[config.mk]
export PLATFORM = sky130hd
export DESIGN_NAME = cti_ctrl
export DESIGN_NICKNAME = d
export VERILOG_FILES = /design/src/hw/rtl/cti_pkg.sv /design/src/hw/rtl/cti_ctrl.sv
export SDC_FILE = /design/constraint.sdc
export NUM_CORES = 1
export LEC_CHECK = 0
export ABC_CLOCK_PERIOD_IN_PS = 2800
export BUFFER_PORTS_ARGS = -buffer_cell sky130_fd_sc_hd__buf_2
export CAP_MARGIN = 20
export CELL_PAD_IN_SITES_DETAIL_PLACEMENT = 1
export CELL_PAD_IN_SITES_GLOBAL_PLACEMENT = 1
export CORE_AREA = 2 2 48 50
export CTS_CLUSTER_DIAMETER = 60
export CTS_CLUSTER_SIZE = 14
export DETAILED_ROUTE_END_ITERATION = 16
export DIE_AREA = 0 0 50 52
export GPL_ROUTABILITY_DRIVEN = 0
export PLACE_DENSITY = 0.83
export SYNTH_ARGS = -nofsm -noshare
export SYNTH_HDL_FRONTEND = slang
export SYNTH_SLANG_ARGS = --single-unit
[constraint.sdc]
create_clock -name clk -period 2.8 [get_ports clk]
set_input_delay 0.56 -clock clk [delete_from_list [all_inputs] [get_ports clk]]
set_output_delay 0.56 -clock clk [all_outputs]
set_load 0.01 [all_outputs]
[src/hw/rtl/cti_pkg.sv]
`timescale 1ns / 1ps
package cti_pkg;
	localparam int TableDepth = 16;
	localparam int IdxW = $clog2(TableDepth);
	localparam int CntW = $clog2(TableDepth + 1);

	localparam logic [1:0] MODE_CLEAR = 2'd0;
	localparam logic [1:0] MODE_INSERT = 2'd1;
	localparam logic [1:0] MODE_QUERY = 2'd2;

	localparam logic [1:0] ST_OK = 2'd0;
	localparam logic [1:0] ST_FULL = 2'd1;
	localparam logic [1:0] ST_EMPTY = 2'd2;

	typedef struct packed {
		logic [1:0] mode;
		logic signed [31:0] x_value;
		logic signed [31:0] y_value;
	} cti_in_t;

	typedef struct packed {
		logic signed [31:0] result_value;
		logic [1:0] status;
		logic [4:0] entry_count;
	} cti_out_t;

	typedef enum logic [3:0] {
		S_IDLE, S_SRCH, S_SRCH_RD, S_DECIDE, S_SHIFT, S_WRITE,
		S_QRD0, S_QRD1, S_MUL, S_DIV, S_DONE
	} cti_state_t;

	// controller to datapath
	typedef struct packed {
		logic load;
		logic srch_init;
		logic srch_step;
		logic rd_pos;
		logic rd_pos_m1;
		logic cap_lo;
		logic cap_hi;
		logic shift_step;
		logic write_new;
		logic write_y;
		logic clear;
		logic mul;
		logic div_init;
		logic div_step;
		logic fin_zero;
		logic fin_y;
		logic fin_interp;
		logic [1:0] status;
	} cti_cmd_t;

	// datapath to controller
	typedef struct packed {
		logic srch_done;
		logic full;
		logic empty;
		logic hit;
		logic below_first;
		logic above_last;
		logic shift_done;
		logic div_done;
	} cti_stat_t;
endpackage

[src/hw/rtl/cti_ctrl.sv]
`timescale 1ns / 1ps
module cti_ctrl (
	input  logic clk,
	input  logic arst_n,
	input  logic start,
	input  logic [1:0] mode,
	input  cti_pkg::cti_stat_t stat,
	output cti_pkg::cti_cmd_t cmd,
	output logic busy,
	output logic done
);
	import cti_pkg::*;

	cti_state_t state_q, state_d;
	logic [1:0] mode_q;
	logic full_q;

	always_ff @(posedge clk or negedge arst_n) begin
		if (!arst_n) begin
			state_q <= S_IDLE;
			mode_q <= MODE_CLEAR;
			full_q <= 1'b0;
		end else begin
			state_q <= state_d;
			// table full as seen when the word arrived
			if (start && state_q == S_IDLE) begin
				mode_q <= mode;
				full_q <= stat.full;
			end
		end
	end

	always_comb begin
		state_d = state_q;
		case (state_q)
			S_IDLE: if (start) begin
				if (mode inside {MODE_INSERT, MODE_QUERY}) state_d = S_SRCH;
				else state_d = S_DONE;
			end
			S_SRCH: begin
				if (mode_q == MODE_INSERT && stat.full) state_d = S_DONE;
				else if (mode_q == MODE_QUERY && stat.empty) state_d = S_DONE;
				else if (stat.srch_done) state_d = S_SRCH_RD;
				else state_d = S_SRCH;
			end
			S_SRCH_RD: state_d = S_DECIDE;
			S_DECIDE: begin
				if (mode_q == MODE_INSERT) state_d = stat.hit ? S_DONE : S_SHIFT;
				else if (stat.below_first || stat.above_last || stat.hit) state_d = S_DONE;
				else state_d = S_QRD0;
			end
			S_SHIFT: state_d = stat.shift_done ? S_WRITE : S_SHIFT;
			S_WRITE: state_d = S_DONE;
			S_QRD0: state_d = S_QRD1;
			S_QRD1: state_d = S_MUL;
			S_MUL: state_d = S_DIV;
			S_DIV: state_d = stat.div_done ? S_DONE : S_DIV;
			S_DONE: state_d = S_IDLE;
			default: state_d = S_IDLE;
		endcase
	end

	always_comb begin
		cmd = '0;
		busy = (state_q != S_IDLE);
		done = 1'b0;
		case (state_q)
			S_IDLE: begin
				cmd.load = start;
				cmd.srch_init = start;
				cmd.clear = start && mode == MODE_CLEAR;
			end
			S_SRCH: cmd.srch_step = 1'b1;
			S_SRCH_RD: cmd.rd_pos = 1'b1;
			S_DECIDE: begin
				cmd.write_y = (mode_q == MODE_INSERT) && stat.hit;
				cmd.fin_y = (mode_q == MODE_QUERY);
				cmd.cap_hi = 1'b1;
			end
			S_SHIFT: cmd.shift_step = 1'b1;
			S_WRITE: cmd.write_new = 1'b1;
			S_QRD0: cmd.rd_pos_m1 = 1'b1;
			S_QRD1: cmd.cap_lo = 1'b1;
			S_MUL: begin
				cmd.mul = 1'b1;
				cmd.div_init = 1'b1;
			end
			S_DIV: begin
				cmd.div_step = 1'b1;
				cmd.fin_interp = stat.div_done;
			end
			S_DONE: begin
				done = 1'b1;
				if (mode_q == MODE_INSERT && full_q) cmd.status = ST_FULL;
				if (mode_q == MODE_QUERY && stat.empty) cmd.status = ST_EMPTY;
				cmd.fin_zero = (mode_q != MODE_QUERY) || stat.empty;
			end
			default: ;
		endcase
	end

`ifndef SYNTHESIS
	a_done_from_busy: assert property (@(posedge clk) disable iff (!arst_n)
		done |-> busy) else $error("done while idle");
	a_idle_after_done: assert property (@(posedge clk) disable iff (!arst_n)
		done |=> !busy) else $error("busy after done");
	a_one_write: assert property (@(posedge clk) disable iff (!arst_n)
		$countones({cmd.write_new, cmd.write_y, cmd.shift_step}) <= 1)
		else $error("conflicting table writes");
`endif
endmodule

==> reports/qor.yml, run 1 <==
critical_path:
  reg2reg_slack_ps: 1360
  required_ps: 2240
  start_kind: "flop"
  critPathLaunch: "state_q[2]"
  r2r-end: "full_q"
  crit_path_end_kind: "output port"
  crit_type: "flop to output port"
  critical-path-slowest-cell: "dfrtp_1"
  r2r_start: "state_q[2]"
  path_cells: "nor2_2, nand3_2, inv_1, and2_1, buf_2"
  cp.arrival_ps: 1550
  crit_fanout: 11
  max_stage_delay_ps: 510
  rr_worst_depth: 3
clocking:
  cts_tree: "yes"
  clockBufferDepth: 2
  cts_made_buffers: 3
  worst_skew_pair.late_latency_ps: 240
  cts.repair.resized: 0
  cts_root_buf: "clkbuf_4"
  cts.sinks: 7
  cts.clk_slew.worst_paths_ps: 50
  cts_max_level: 1
  holdBufCountCts: 0
  post_cts_buffers: 0
synth:
  post_synth_inst_count: 78
  async_reset_ff_frac: 1.00
  synth.most_common_cell: "nor2_1"
  yosysTopAreaCellShare: 0.283
  synth_seq_cells: 7
  synth_edf_count: 0
  ys.warnings.count: 0
  yosys-top-cells-area: "dfrtp_1 (28%), nor2_1 (5.5%), nand2b_1 (5.1%)"
  synth_nets: 92
  ys_seq_area_frac: 0.283
  synth-main-ff-cell: "dfrtp_1"
  synth_area_leader_cell: "dfrtp_1"
  avgSynthCellArea_um2: 7.94
  synth_common_cells: "nor2_1 (9), dfrtp_1 (7), nand2_1 (6)"
  ys_types: 34
  netlist_area_um2: 619
floorplanning:
  ios: 34
  start_util: 0.294
  dieArea_mm2: 0.00260
  die_h_um: 52
  die_w_um: 50
  fp.coreArea_mm2: 0.00211
  rows: 17
grt:
  grt_pass1_wl_um: 3010
  overflow: 0
  grtUsageMet1: 0.174
  grtUsageMet2: 0.265
  grtUsageMet3: 0.0374
  grt_max_degree: 14
  grt_usage: 0.150
  top_usage_layer: "met2"
  grt_pass1_vias: 648
  antenna_found_initial: 0
routing:
  route.detailed.drc: 0
  first_iter_violations: 1
  vias: 685
  route.antenna.remaining_nets: 0
  firstDrtPassIters: 4
  via_per_inst: 4.96
  routedWlPerCell_um: 12.7
  routed_wl_um: 1750
final_layout:
  regArea_um2: 175
  drive_gt1_frac: 0.418
  multi_input_area_um2: 393
  final_area_um2: 810
  finish.utilization: 0.384
  fill_cells: 277
  fin_nets: 125
  antennaDiodeCount: 0
  area_growth_pct: 30.7
sta:
  setup_viol: 0
  min_period_over_period: 0.755
  setup_tns_ps: 0
  rsz0062_at_grt: "no"
  maxSlewViolCount: 0
  layout_setup_ws_ps: 686
  max_freq_ghz: 0.473
  min_period_ps: 2110
  slew_headroom: 0.715
  skew_ps: 0.891
  tightestPinTransition_ps: 428
  hold_viol: 0
placement:
  place_hpwl_um: 1530
  dp_slack_ps: 942
  port_buffers: 33
  place_area_um2: 783
pwr:
  power.density_mw_per_mm2: 943
  ir_drop_mv: 0.499
  p_leak_nw: 0.427
job:
  maxCapViolCount: 0
outcome:
  status: "finished clean"
min_path:
  hold_class: "input port to asynchronous set/reset pin"
report_power, final:
part           switching, mW  internal (mW)
combinational          0.248          0.188
sequential            0.0909          0.146
clock                 0.0354         0.0543
total                  0.375          0.389
how the worst max path moves through the flow:
stage / end / slack (ps) / cells past startpoint
floorplan: cmd[7] / 1010 / 4
detailed placement: cmd[8] / 940 / 5
finish: cmd[8] / 690 / 5
CTS: cmd[8] / 670 / 5
global placement: cmd[8] / 980 / 5
global route: cmd[8] / 520 / 5
layout make-up:
type,instances,share of cell area
Clock buffer,4,0.0325
Tap cell,28,0.0433
Multi-Input combinational cell,62,0.485
Timing Repair Buffer,33,0.204
Inverter,4,0.0185
Sequential cell,7,0.216
per-layer routing:
metal / vias to the layer above / wire [um]
met5: - / 0
met4: 0 / 33
met3: 4 / 74
met2: 20 / 903
met1: 318 / 742
li1: 343 / -
cells by family (layout without fill, tap and decap cells):
family	Yosys count	after routing	share of synthesized area
buffers and inverters	9	41	0.0828
DFF	7	7	0.283
AOI/OAI and AO/OA	17	17	0.176
and+or+nand+nor	42	42	0.402
muxes	2	2	0.0364
adders and majority gates	1	1	0.0202
registers in the layout (all words and copies together), names as in the netlist:
register	count
full_q	1
mode_q	2
state_q	4
per-stage QoR:
stage	power, mW	hold WS [ps]	std cells
after floorplan	0.557	264	78
after global placement	0.659	400	134
after detailed placement	0.682	402	134
after CTS	0.775	136	138
after global routing	0.845	132	138
final	0.763	139	138
critical path: cells and delay by family (launching register included):
family	cells	cell delay, ps
buf+inv	2	230
flops	1	510
simple gates	3	560
layout by cell type (no fill, tap or decap), drive strengths merged, types with 3 or more instances in the layout:
| cell | instances |
|---|---|
| inv | 4 |
| and3 | 3 |
| nor3 | 6 |
| a31oi | 4 |
| nand2 | 6 |
| buf | 33 |
| nor2 | 12 |
| nand2b | 6 |
| o21ai | 6 |
| clkbuf | 4 |
| dfrtp | 7 |
Note: power is estimated with default switching activity, not from simulation.
==> inputs of run 2 (changes only) <==
ABC_CLOCK_PERIOD_IN_PS = 2020   (was 2800)
CORE_AREA = 2 2 50 52   (was 2 2 48 50)
DIE_AREA = 0 0 52 54   (was 0 0 50 52)
PLACE_DENSITY = 0.78   (was 0.83)
clock period = 2.02 ns   (was 2.8 ns; I/O delays follow)
==> run 2 against run 1 <==
Sequential power increased by 46%. Count of clock-buffer cells in the layout unchanged. Sequential share of layout area fell by 0.23 points. Non-clock buffer count is 1 higher. Combinational power up 42%. Via count is 0.88% lower. Worst hold slack improved by 270 ps. Critical path depth is 1 lower. Critical path type unchanged. Highest routed layer unchanged.
==> reports/qor.yml, run 2 (synthesis gave the netlist of run 1 again) <==
pwr:
  pwr-share-seq: 0.318
  pwr-share-comb: 0.565
  ir_drop_mv: 0.471
  p_leak_nw: 0.429
  p_int_uw: 555
  switching_share: 0.492
  p_clk_frac: 0.117
  power.density_mw_per_mm2: 1310
  power.switching_uw: 538
clocking:
  cts_max_level: 1
  post_cts_buffers: 0
  clockBufferDepth: 2
  cts_root_buf: "clkbuf_4"
  cts_made_buffers: 3
  cts_tree: "yes"
  cts.clk_slew.worst_paths_ps: 50
  worst_skew_pair.late_latency_ps: 250
  cts.sinks: 7
floorplanning:
  die_h_um: 54
  ios: 34
  start_util: 0.267
  die_w_um: 52
  fp.coreArea_mm2: 0.00232
  dieArea_mm2: 0.00281
  rows: 18
routing:
  firstDrtPassIters: 3
  routed_wl_um: 1800
  vias: 679
  route.detailed.drc: 0
  route.antenna.remaining_nets: 0
  routedWlPerCell_um: 12.7
  via_per_inst: 4.82
  first_iter_violations: 3
final_layout:
  area_growth_pct: 34.9
  largest_register_ffs: 4
  largest_registers: "state_q x4, mode_q x2, full_q x1"
  final_cell_mix: "buf_2 (33), nor2_1 (9), nand2_1 (6), nand2b_1 (5), o21ai_0 (5)"
  layout_commonest_cell: "buf_2"
  antennaDiodeCount: 0
  final_area_um2: 836
  top_register: "state_q"
  fin_nets: 126
  drive_gt1_frac: 0.441
sta:
  skew_ps: 5.45
  slew_headroom: 0.776
  setup_viol: 0
  min_period_over_period: 0.939
  rsz0062_at_grt: "yes"
  setup_tns_ps: 0
  tightestPinTransition_ps: 335
  maxSlewViolCount: 0
  min_period_ps: 1900
  max_freq_ghz: 0.527
  hold_viol: 0
grt:
  overflow: 0
  grt_pass1_vias: 658
  grtUsageMet2: 0.236
  grt_max_degree: 14
  top_usage_layer: "met2"
  grtUsageMet3: 0.0444
  antenna_found_initial: 0
  grtUsageMet1: 0.173
  grt_pass1_wl_um: 2960
  grt_usage: 0.142
job:
  maxCapViolCount: 0
critical_path:
  start_kind: "flop"
  crit_path_end_kind: "output port"
  required_ps: 1620
  cp.arrival_ps: 1490
  crit_type: "flop to output port"
  crit_fanout: 8
  reg2reg_slack_ps: 680
placement:
  port_buffers: 33
  place_area_um2: 786
  place_hpwl_um: 1540
min_path:
  hold_class: "input port to flop"
outcome:
  status: "finished clean"
[run 2: final timing paths]
check                                 from    endpoint  cells after the start
worst max-delay path            state_q[1]      cmd[9]                      4
worst min-delay path               stat[6]      full_q                      2
worst max register to register   mode_q[1]  state_q[1]                      4
worst min register to register      full_q      full_q                      1
max in group asynchronous           arst_n  state_q[0]                      2
min in group asynchronous           arst_n   mode_q[1]                      2
[run 2: repair_timing]
item,4_1_cts,5_1_grt
hold endpoints to repair,7,0
endpoints found under the setup margin,0,4
hold buffers,1,0
gates resized for setup,0,5
[run 2: layout make-up]
class | instances | area, um2
clock buffer | 4 | 26.3
multi-input combinational | 62 | 403
inverter | 4 | 15.0
sequential | 7 | 179
tap | 30 | 37.5
timing repair buffer | 34 | 175
fill | 303 | 1480
[run 2: worst max-delay path, cell delays in order (launching register included)]
cell and delay [ps]:
dfrtp_1 530, nand2_1 170, nor3_2 220, and3_1 190, buf_2 130
[run 2: stage by stage]
| step | hold WS (ps) | util | setup slack, ps | power (mW) | instances |
|---|---|---|---|---|---|
| global route | 413 | 0.360 | -12.8 | 1.20 | 141 |
| global placement | 244 | 0.339 | 346 | 0.920 | 136 |
| floorplan | 108 | - | 381 | 0.772 | 78 |
| detailed placement | 246 | 0.339 | 316 | 0.942 | 136 |
| CTS | 409 | 0.354 | 25.1 | 1.08 | 141 |
| finish | 413 | 0.360 | 124 | 1.09 | 141 |
[run 2: power groups by stage]
stage | Sequential [mW] | Combinational (mW) | Clock, mW
2_1_floorplan | 0.254 | 0.519 | 0
3_3_place_gp | 0.325 | 0.595 | 0
3_5_place_dp | 0.330 | 0.612 | 0
4_1_cts | 0.328 | 0.615 | 0.134
5_1_grt | 0.363 | 0.695 | 0.143
6_report | 0.347 | 0.618 | 0.128
[run 2: metal layers]
layer / part of all wire / vias up
li1: - / 343
met3: 0.058 / 2
met2: 0.48 / 22
met4: 0.019 / 0
met5: 0 / -
met1: 0.44 / 312
